## src/rtl/swtq_pkg.sv

```systemverilog
// Shared types and constants for the sorted wakeup timer queue.
`timescale 1ns / 1ps

package swtq_pkg;

    localparam int QUEUE_SLOTS  = 16;
    localparam int TASK_ID_BITS = 8;

    localparam int IDX_W   = (QUEUE_SLOTS > 1) ? $clog2(QUEUE_SLOTS) : 1;
    localparam int CNT_W   = $clog2(QUEUE_SLOTS + 1);
    localparam int CMD_W   = 2;
    localparam int TASK_W  = 8;
    localparam int SLEEP_W = 32;
    localparam int TIME_W  = 48;
    localparam int COUNT_W = 5;

    localparam logic [CMD_W-1:0] CMD_SCHEDULE = 2'd0;
    localparam logic [CMD_W-1:0] CMD_REMOVE   = 2'd1;
    localparam logic [CMD_W-1:0] CMD_POLL     = 2'd2;

    typedef struct packed {
        logic [CMD_W-1:0]   cmd;
        logic [TASK_W-1:0]  task_id;
        logic [SLEEP_W-1:0] sleep_ticks;
        logic [TIME_W-1:0]  now;
    } in_item_t;

    typedef struct packed {
        logic               due_valid;
        logic [TASK_W-1:0]  task_out;
        logic               status;
        logic [TIME_W-1:0]  time_to_next;
        logic [COUNT_W-1:0] queue_count;
        logic               last;
    } out_item_t;

    typedef struct packed {
        logic [TASK_ID_BITS-1:0] task_id;
        logic [TIME_W-1:0]       wakeup;
    } entry_t;

endpackage

```

## src/rtl/swtq_ram.sv

```systemverilog
// Generic simple dual-port RAM with registered read.
`timescale 1ns / 1ps

module swtq_ram #(
    parameter int  WIDTH  = 8,
    parameter int  DEPTH  = 16,
    localparam int ADDR_W = (DEPTH > 1) ? $clog2(DEPTH) : 1
) (
    input  logic              aclk,
    input  logic              we,
    input  logic [ADDR_W-1:0] waddr,
    input  logic [WIDTH-1:0]  wdata,
    input  logic              re,
    input  logic [ADDR_W-1:0] raddr,
    output logic [WIDTH-1:0]  rdata
);

    logic [WIDTH-1:0] mem [DEPTH];

    always_ff @(posedge aclk) begin
        if (we) begin
            mem[waddr] <= wdata;
        end
        if (re) begin
            rdata <= mem[raddr];
        end
    end

endmodule

```

## src/rtl/sorted_wakeup_timer_queue.sv

```systemverilog
// Top level of the sorted wakeup timer queue: sequencer, shared adder, entry ring.
`timescale 1ns / 1ps
// Flow: schedule computes the wakeup and, unless full, walks in from the tail; remove compacts
//   the ring; poll counts the due prefix; each then reads the first remaining entry, if any.
// Throughput: one item at a time, s_ready low until the last result is loaded; each further
//   popped task is read only once the result register is free.
// Reset: synchronous active-low aresetn empties the queue; entry contents are not cleared.

module sorted_wakeup_timer_queue (
    input  logic                 aclk,
    input  logic                 aresetn,
    input  logic                 s_valid,
    output logic                 s_ready,
    input  swtq_pkg::in_item_t   s_data,
    output logic                 m_valid,
    input  logic                 m_ready,
    output swtq_pkg::out_item_t  m_data
);

    localparam int IDX_W  = swtq_pkg::IDX_W;
    localparam int CNT_W  = swtq_pkg::CNT_W;
    localparam int TIME_W = swtq_pkg::TIME_W;
    localparam int ID_W   = swtq_pkg::TASK_ID_BITS;

    // Sequencer states
    localparam logic [3:0] ST_IDLE    = 4'd0;
    localparam logic [3:0] ST_WAKE    = 4'd1;
    localparam logic [3:0] ST_INS_RD  = 4'd2;
    localparam logic [3:0] ST_INS_CMP = 4'd3;
    localparam logic [3:0] ST_RM_RD   = 4'd4;
    localparam logic [3:0] ST_RM_CHK  = 4'd5;
    localparam logic [3:0] ST_PL_RD   = 4'd6;
    localparam logic [3:0] ST_PL_CHK  = 4'd7;
    localparam logic [3:0] ST_GAP_RD  = 4'd8;
    localparam logic [3:0] ST_GAP_CMP = 4'd9;
    localparam logic [3:0] ST_OUT     = 4'd10;
    localparam logic [3:0] ST_EM_RD   = 4'd11;
    localparam logic [3:0] ST_EM_LD   = 4'd12;

    localparam logic [CNT_W-1:0] SLOTS_CNT = CNT_W'(swtq_pkg::QUEUE_SLOTS);
    localparam logic [IDX_W:0]   SLOTS_SUM = (IDX_W + 1)'(swtq_pkg::QUEUE_SLOTS);

    logic [3:0]                    state_reg, state_next;
    logic [CNT_W-1:0]              count_reg, count_next;
    logic [IDX_W-1:0]              head_reg, head_next;
    logic [CNT_W-1:0]              idx_reg, idx_next;   // walk index / emit index
    logic [CNT_W-1:0]              aux_reg, aux_next;   // remove write index / pop count
    logic [swtq_pkg::CMD_W-1:0]    cmd_reg, cmd_next;
    logic [ID_W-1:0]               id_reg, id_next;
    logic [swtq_pkg::SLEEP_W-1:0]  sleep_reg, sleep_next;
    logic [TIME_W-1:0]             now_reg, now_next;
    logic [TIME_W-1:0]             wake_reg, wake_next;
    logic [TIME_W-1:0]             gap_reg, gap_next;
    logic                          status_reg, status_next;
    logic                          m_valid_reg, m_valid_next;
    swtq_pkg::out_item_t           m_data_reg, m_data_next;

    // Entry RAM, addressed as a ring starting at head_reg
    logic                          ram_we, ram_re;
    logic [IDX_W-1:0]              ram_waddr, ram_raddr;
    swtq_pkg::entry_t              ram_wdata, ram_rdata;

    // Shared add/subtract unit; in subtract mode the carry means a >= b
    logic [TIME_W-1:0]             alu_a, alu_b;
    logic                          alu_sub;
    logic [TIME_W:0]               alu_sum;
    logic                          alu_carry;

    logic                          out_free;
    logic                          is_poll;
    logic [CNT_W-1:0]              gap_base;
    logic [3:0]                    after_gap;

    swtq_ram #(
        .WIDTH ($bits(swtq_pkg::entry_t)),
        .DEPTH (swtq_pkg::QUEUE_SLOTS)
    ) u_entries (
        .aclk  (aclk),
        .we    (ram_we),
        .waddr (ram_waddr),
        .wdata (ram_wdata),
        .re    (ram_re),
        .raddr (ram_raddr),
        .rdata (ram_rdata)
    );

    // Logical slot to RAM address; sum stays below twice the slot count
    function automatic logic [IDX_W-1:0] phys(input logic [IDX_W-1:0] head,
                                              input logic [CNT_W-1:0] lslot);
        logic [IDX_W:0] s;
        s = {1'b0, head} + (IDX_W + 1)'(lslot);
        if (s >= SLOTS_SUM) begin
            s = s - SLOTS_SUM;
        end
        return s[IDX_W-1:0];
    endfunction

    always_comb begin
        alu_a   = now_reg;
        alu_b   = ram_rdata.wakeup;
        alu_sub = 1'b1;
        unique case (state_reg)
            ST_WAKE: begin
                alu_a   = now_reg;
                alu_b   = TIME_W'(sleep_reg);
                alu_sub = 1'b0;
            end
            ST_INS_CMP: begin
                alu_a = wake_reg;
                alu_b = ram_rdata.wakeup;
            end
            ST_GAP_CMP: begin
                alu_a = ram_rdata.wakeup;
                alu_b = now_reg;
            end
            default: begin
                alu_a = now_reg;
                alu_b = ram_rdata.wakeup;
            end
        endcase
    end

    assign alu_sum   = {1'b0, alu_a} + {1'b0, (alu_sub ? ~alu_b : alu_b)}
                     + (TIME_W + 1)'(alu_sub);
    assign alu_carry = alu_sum[TIME_W];

    assign out_free  = !m_valid_reg || m_ready;
    assign is_poll   = (cmd_reg == swtq_pkg::CMD_POLL);
    assign gap_base  = is_poll ? aux_reg : '0;
    assign after_gap = (is_poll && aux_reg != '0) ? ST_EM_RD : ST_OUT;

    always_comb begin
        state_next   = state_reg;
        count_next   = count_reg;
        head_next    = head_reg;
        idx_next     = idx_reg;
        aux_next     = aux_reg;
        cmd_next     = cmd_reg;
        id_next      = id_reg;
        sleep_next   = sleep_reg;
        now_next     = now_reg;
        wake_next    = wake_reg;
        gap_next     = gap_reg;
        status_next  = status_reg;
        m_valid_next = m_valid_reg && !m_ready;
        m_data_next  = m_data_reg;
        ram_we       = 1'b0;
        ram_waddr    = phys(head_reg, idx_reg);
        ram_wdata    = ram_rdata;
        ram_re       = 1'b0;
        ram_raddr    = phys(head_reg, idx_reg);

        unique case (state_reg)
            ST_IDLE: begin
                if (s_valid) begin
                    cmd_next    = s_data.cmd;
                    id_next     = ID_W'(s_data.task_id);
                    sleep_next  = s_data.sleep_ticks;
                    now_next    = s_data.now;
                    status_next = 1'b0;
                    idx_next    = '0;
                    aux_next    = '0;
                    case (s_data.cmd)
                        swtq_pkg::CMD_SCHEDULE: begin
                            if (count_reg >= SLOTS_CNT) begin
                                status_next = 1'b1;
                                state_next  = ST_GAP_RD;
                            end else begin
                                idx_next   = count_reg;
                                state_next = ST_WAKE;
                            end
                        end
                        swtq_pkg::CMD_REMOVE: begin
                            state_next = ST_RM_RD;
                        end
                        swtq_pkg::CMD_POLL: begin
                            // empty queue: poll gives no result
                            if (count_reg != '0) begin
                                state_next = ST_PL_RD;
                            end
                        end
                        default: begin
                            state_next = ST_IDLE;
                        end
                    endcase
                end
            end

            ST_WAKE: begin
                wake_next  = alu_carry ? '1 : alu_sum[TIME_W-1:0];
                state_next = ST_INS_RD;
            end

            // Insertion walks down from the tail, moving later entries up one slot
            ST_INS_RD: begin
                if (idx_reg == '0) begin
                    ram_we     = 1'b1;
                    ram_waddr  = phys(head_reg, idx_reg);
                    ram_wdata  = '{task_id: id_reg, wakeup: wake_reg};
                    count_next = count_reg + 1'b1;
                    state_next = ST_GAP_RD;
                end else begin
                    ram_re     = 1'b1;
                    ram_raddr  = phys(head_reg, idx_reg - 1'b1);
                    state_next = ST_INS_CMP;
                end
            end

            ST_INS_CMP: begin
                ram_we    = 1'b1;
                ram_waddr = phys(head_reg, idx_reg);
                if (alu_carry) begin
                    // stored wakeup at or before the new one: insert here
                    ram_wdata  = '{task_id: id_reg, wakeup: wake_reg};
                    count_next = count_reg + 1'b1;
                    state_next = ST_GAP_RD;
                end else begin
                    ram_wdata  = ram_rdata;
                    idx_next   = idx_reg - 1'b1;
                    state_next = ST_INS_RD;
                end
            end

            // Remove compacts survivors toward the head
            ST_RM_RD: begin
                if (idx_reg == count_reg) begin
                    count_next = aux_reg;
                    state_next = ST_GAP_RD;
                end else begin
                    ram_re     = 1'b1;
                    ram_raddr  = phys(head_reg, idx_reg);
                    state_next = ST_RM_CHK;
                end
            end

            ST_RM_CHK: begin
                if (ram_rdata.task_id != id_reg) begin
                    ram_we    = 1'b1;
                    ram_waddr = phys(head_reg, aux_reg);
                    ram_wdata = ram_rdata;
                    aux_next  = aux_reg + 1'b1;
                end
                idx_next   = idx_reg + 1'b1;
                state_next = ST_RM_RD;
            end

            // Poll counts the due prefix; head moves after the tasks are sent
            ST_PL_RD: begin
                if (aux_reg == count_reg) begin
                    count_next = '0;
                    state_next = ST_GAP_RD;
                end else begin
                    ram_re     = 1'b1;
                    ram_raddr  = phys(head_reg, aux_reg);
                    state_next = ST_PL_CHK;
                end
            end

            ST_PL_CHK: begin
                if (alu_carry) begin
                    aux_next   = aux_reg + 1'b1;
                    state_next = ST_PL_RD;
                end else begin
                    count_next = count_reg - aux_reg;
                    state_next = ST_GAP_RD;
                end
            end

            ST_GAP_RD: begin
                if (count_reg == '0) begin
                    gap_next   = '0;
                    idx_next   = '0;
                    state_next = after_gap;
                end else begin
                    ram_re     = 1'b1;
                    ram_raddr  = phys(head_reg, gap_base);
                    state_next = ST_GAP_CMP;
                end
            end

            ST_GAP_CMP: begin
                gap_next   = alu_carry ? alu_sum[TIME_W-1:0] : '0;
                idx_next   = '0;
                state_next = after_gap;
            end

            ST_OUT: begin
                if (out_free) begin
                    m_valid_next = 1'b1;
                    m_data_next  = '{due_valid:    1'b0,
                                     task_out:     '0,
                                     status:       status_reg,
                                     time_to_next: gap_reg,
                                     queue_count:  swtq_pkg::COUNT_W'(count_reg),
                                     last:         1'b1};
                    state_next   = ST_IDLE;
                end
            end

            ST_EM_RD: begin
                if (out_free) begin
                    ram_re     = 1'b1;
                    ram_raddr  = phys(head_reg, idx_reg);
                    state_next = ST_EM_LD;
                end
            end

            ST_EM_LD: begin
                m_valid_next = 1'b1;
                m_data_next  = '{due_valid:    1'b1,
                                 task_out:     swtq_pkg::TASK_W'(ram_rdata.task_id),
                                 status:       1'b0,
                                 time_to_next: gap_reg,
                                 queue_count:  swtq_pkg::COUNT_W'(count_reg),
                                 last:         (idx_reg + 1'b1 == aux_reg)};
                if (idx_reg + 1'b1 == aux_reg) begin
                    head_next  = phys(head_reg, aux_reg);
                    state_next = ST_IDLE;
                end else begin
                    idx_next   = idx_reg + 1'b1;
                    state_next = ST_EM_RD;
                end
            end

            default: begin
                state_next = ST_IDLE;
            end
        endcase
    end

    always_ff @(posedge aclk) begin
        if (!aresetn) begin
            state_reg   <= ST_IDLE;
            count_reg   <= '0;
            head_reg    <= '0;
            m_valid_reg <= 1'b0;
        end else begin
            state_reg   <= state_next;
            count_reg   <= count_next;
            head_reg    <= head_next;
            m_valid_reg <= m_valid_next;
        end
        idx_reg    <= idx_next;
        aux_reg    <= aux_next;
        cmd_reg    <= cmd_next;
        id_reg     <= id_next;
        sleep_reg  <= sleep_next;
        now_reg    <= now_next;
        wake_reg   <= wake_next;
        gap_reg    <= gap_next;
        status_reg <= status_next;
        m_data_reg <= m_data_next;
    end

    assign s_ready = (state_reg == ST_IDLE);
    assign m_valid = m_valid_reg;
    assign m_data  = m_data_reg;

`ifndef ASSERT_OFF
    a_count_bound: assert property (@(posedge aclk) disable iff (!aresetn)
        count_reg <= SLOTS_CNT)
        else $error("entry count above slot count");

    a_emit_slot_free: assert property (@(posedge aclk) disable iff (!aresetn)
        (state_reg == ST_EM_LD) |-> !m_valid_reg)
        else $error("due task loaded over a pending result");

    a_insert_room: assert property (@(posedge aclk) disable iff (!aresetn)
        (state_reg == ST_INS_CMP) |-> (idx_reg != '0 && count_reg < SLOTS_CNT))
        else $error("insert walk out of range");

    a_poll_scan: assert property (@(posedge aclk) disable iff (!aresetn)
        (state_reg == ST_PL_RD) |-> (aux_reg <= count_reg))
        else $error("poll scan past queue tail");
`endif

endmodule

```

## config.mk

```make
export PLATFORM = sky130hd
export DESIGN_NAME = sorted_wakeup_timer_queue
export DESIGN_NICKNAME = d
export VERILOG_FILES = /design/src/rtl/swtq_pkg.sv /design/src/rtl/swtq_ram.sv /design/src/rtl/sorted_wakeup_timer_queue.sv
export SDC_FILE = /design/constraint.sdc
export NUM_CORES = 1
export LEC_CHECK = 0
export ABC_AREA = 1
export BUFFER_PORTS_ARGS = -buffer_cell sky130_fd_sc_hd__clkbuf_2
export CAP_MARGIN = 10
export CORE_MARGIN = 2
export CORE_UTILIZATION = 36
export DETAILED_ROUTE_END_ITERATION = 16
export GPL_ROUTABILITY_DRIVEN = 0
export GPL_TIMING_DRIVEN = 0
export HOLD_SLACK_MARGIN = 0.1
export PLACE_DENSITY = 0.62
export SETUP_SLACK_MARGIN = 0.4
export SLEW_MARGIN = 20
export SYNTH_ARGS = -nofsm -noshare
export SYNTH_HDL_FRONTEND = slang
export SYNTH_SLANG_ARGS = --single-unit
```

## constraint.sdc

```tcl
create_clock -name aclk -period 10.4 [get_ports aclk]
set_input_delay 1.04 -clock aclk [delete_from_list [all_inputs] [get_ports aclk]]
set_output_delay 1.04 -clock aclk [all_outputs]
set_load 0.05 [all_outputs]
```

==> summary.txt <==
Outcome
  • Status: finished, final reports clean

Timing
  • Final Hold Viols: 0
  • Tcrit/Tclk final: 64.9%
  • RSZ-0062 raised after global routing: false
  • Setup violations, final: 0
  • Clk_skew: 0.0504 ns
  • FMAX: 148 MHz
  • Setup_tns: 0 ns
  • Measured slew at the worst slew-check pin: 1.20 ns
  • Slew Limit Fails: 0
  • Final period demand of the worst path: 6.75 ns
  • Relative slew slack: between 20% and 30%

Finish
  • Area Overhead vs Synth: 16.8%
  • Max FFs per register: 896
  • Final nets: 5809
  • Ant. Diodes: 0
  • Share of layout cells above drive strength 1: roughly 12%
  • Final instance area: approximately 65000 µm²

Route
  • Vias/cell: 5.28
  • Detail Route Antenna Nets: 0
  • Post-DR wirelength/cell: 22.0 µm
  • Drt total wl: about 170000 µm
  • DRT iter0 DRCs: approximately 4.5k
  • DRC violation count after routing: 0
  • Vias post-DR: just over 40k
  • Drt first pass iters: 6

Clocking
  • CTS H-tree lvls: 4
  • Root Driver: clkbuf_16
  • Post-CTS Setup Repair Bufs: 0
  • Post-CTS Hold Fix Bufs: 0
  • Worst-path clk slew: 0.06 ns
  • Maximum clock path buffer count: 3
  • CTS resizes: 0
  • Clk_lat worst skew: about 0.79 ns
  • CTS tree: yes
  • Clock sinks: 1227
  • Cts bufs inserted: 133

Setup path
  • Crit path capture type: flop
  • CP startpoint kind: flop
  • Worst Setup SP: state_reg[3]$_SDFFE_PN0P_
  • Reg-to-Reg End: u_entries.mem[14][55]$_DFFE_PP_
  • Kind of critical path: flop to flop
  • R2R depth: 18
  • Required @ worst endpoint: 10.80 ns
  • CP max FO: 16
  • RR Startpoint: state_reg[3]$_SDFFE_PN0P_
  • CP Capture Point: u_entries.mem[14][55]$_DFFE_PP_
  • WP data arrival: 7.15 ns
  • R2R setup slack: approximately 3.7 ns

Die
  • Die span in y: between 300 and 400 µm
  • Die Area: 157000 µm²
  • # rows: 144
  • Core Region: around 150000 µm²
  • Die Span X: between 300 and 400 µm
  • Initial Util: a little over a third
  • Ports: 160

Placement
  • HPWL Detailed: ~130000 µm
  • Placed Instance Area: 60400 µm²
  • Input/output buffers: 158

Global route
  • Global-route wire length before repair: 251000 µm
  • GRT overflow: 0
  • Total GRT Usage: 21.4%
  • Initial antenna violation count: 3
  • Largest net degree at the start of global routing: slightly below 50
  • Vias in the first global route: 39.3k

Synth
  • Mapped Area: 55500 µm²
  • Yosys top cell area share: 65.6%
  • Post-synth EDFFs: 1213
  • Complex-gate fraction of the synthesized area: under 10%
  • Syn_area_per_cell: between 10 and 15 µm²
  • Syn nets: 5432
  • Post-synthesis mux area share: 0%
  • Synth cell types: 47
  • Commonest cells post-synth: nand2_1 (1667), edfxtp_1 (1213), nand3_1 (859)
  • Asr flop ratio synth: 0%
  • Post-Synth Adder-Cell Area: 1.86%
  • Main combinational cell family by area after synthesis: simple AND/OR/NAND/NOR gates
  • Yosys reg bits: 1227
  • Area share of and/or/nand/nor cells after synthesis: a little over a fifth
  • Main synth FF type: edfxtp_1
  • Xor-xnor portion of the synthesized cell area: 1.18%
  • Cell taking the most area after synthesis: edfxtp_1
  • Ys Warns: 0
  • Syn Inst Count: ~5.3k
  • Count leader, synth: nand2_1
  • Register area share after synthesis: 66.1%
  • Ranking of synthesized cells by area: edfxtp_1 (66%), nand2_1 (11%), nand3_1 (7.7%)

Worst hold path
  • Hold Path Class: flop to flop

Job
  • Total of max-cap violations: 0
## layer usage
layer,wire (µm),GRT usage (%),up-vias
met4,7790,9.55,0
met5,0,0,-
met3,16100,4.24,367
met2,77100,33.6,2155
met1,70100,28.7,19500
li1,-,-,19000
## critical path: stages, from the launching register on
cell      delay [ns]
dfxtp_1         0.35
inv_2           0.24
nand2_2         0.14
nor2_1          0.64
clkbuf_1        0.68
buf_1           0.42
nand2_1         0.15
o221ai_1        0.11
ha_1            0.31
a21oi_1         0.21
o21ai_0         0.15
a21oi_1         0.20
o21ai_0         0.13
nand2_1         0.09
nand3_1         0.34
nand2_1         0.27
nand2_1         0.28
clkbuf_1        0.58
o21ai_1         1.08
## logic make-up after synthesis
logic type / count (synthesis)
compound gates: 431
xor+xnor: 75
simple gates: 2865
fa+ha+maj: 79
flops: 1227
buf+inv: 582
## placed cells by master (no fill, tap or decap), types with 7 or more instances in the layout
cell	instances
o21a_1	8
nor2_1	211
o21ai_1	29
clkbuf_16	137
or2_2	8
buf_8	7
a21o_1	9
nand3b_1	57
nand2_1	1667
nor2_4	19
ha_1	73
o21ai_0	127
a221oi_1	18
nand4_1	14
buf_2	146
buf_4	32
dfxtp_1	14
clkbuf_1	115
buf_16	9
xnor2_1	43
o221ai_1	35
inv_1	281
clkinv_1	27
buf_6	7
o211ai_1	24
bufinv_16	16
edfxtp_1	1213
buf_12	36
nor3_1	12
nand3_1	859
o21ai_2	19
xor2_1	32
o21bai_1	9
clkinv_2	18
clkbuf_2	161
a21oi_1	131
buf_1	39
inv_2	7
## layout make-up
cell class | count | area (µm²)
Fill cell | 14400 | 88800
Sequential cell | 1227 | 36700
Multi-Input combinational cell | 3450 | 16700
Clock buffer | 155 | 3500
Tap cell | 2044 | 2560
Timing Repair Buffer | 242 | 2130
Buffer | 293 | 1320
Inverter | 289 | 1080
Clock inverter | 82 | 902
## through the flow
stage	util (%)	std cells	worst slack, ns	hold WS [ns]
floorplan	-	5259	4.21	0.400
CTS	42.2	7782	3.57	0.395
global route	42.2	7782	3.51	0.407
detailed placement	39.3	7545	3.60	0.405
finish	42.2	7782	3.65	0.413
global placement	38.3	7461	0.567	0.404
## worst min-delay path by stage
stage	cells past startpoint	endpoint	slack [ns]	from
3_3_place_gp	0	m_data[35]$_DFFE_PP_	0.40	gap_reg[29]$_SDFFCE_PN0P_
2_1_floorplan	0	m_data[10]$_DFFE_PP_	0.40	gap_reg[4]$_SDFFCE_PN0P_
6_report	0	m_data[33]$_DFFE_PP_	0.41	gap_reg[27]$_SDFFCE_PN0P_
4_1_cts	1	id_reg[3]$_DFFE_PP_	0.40	s_data[83]
3_5_place_dp	0	m_data[33]$_DFFE_PP_	0.40	gap_reg[27]$_SDFFCE_PN0P_
5_1_grt	1	id_reg[3]$_DFFE_PP_	0.41	s_data[83]
Power is not shown: default switching activity piles up to over one toggle a cycle in this logic, so the estimate is an artifact.
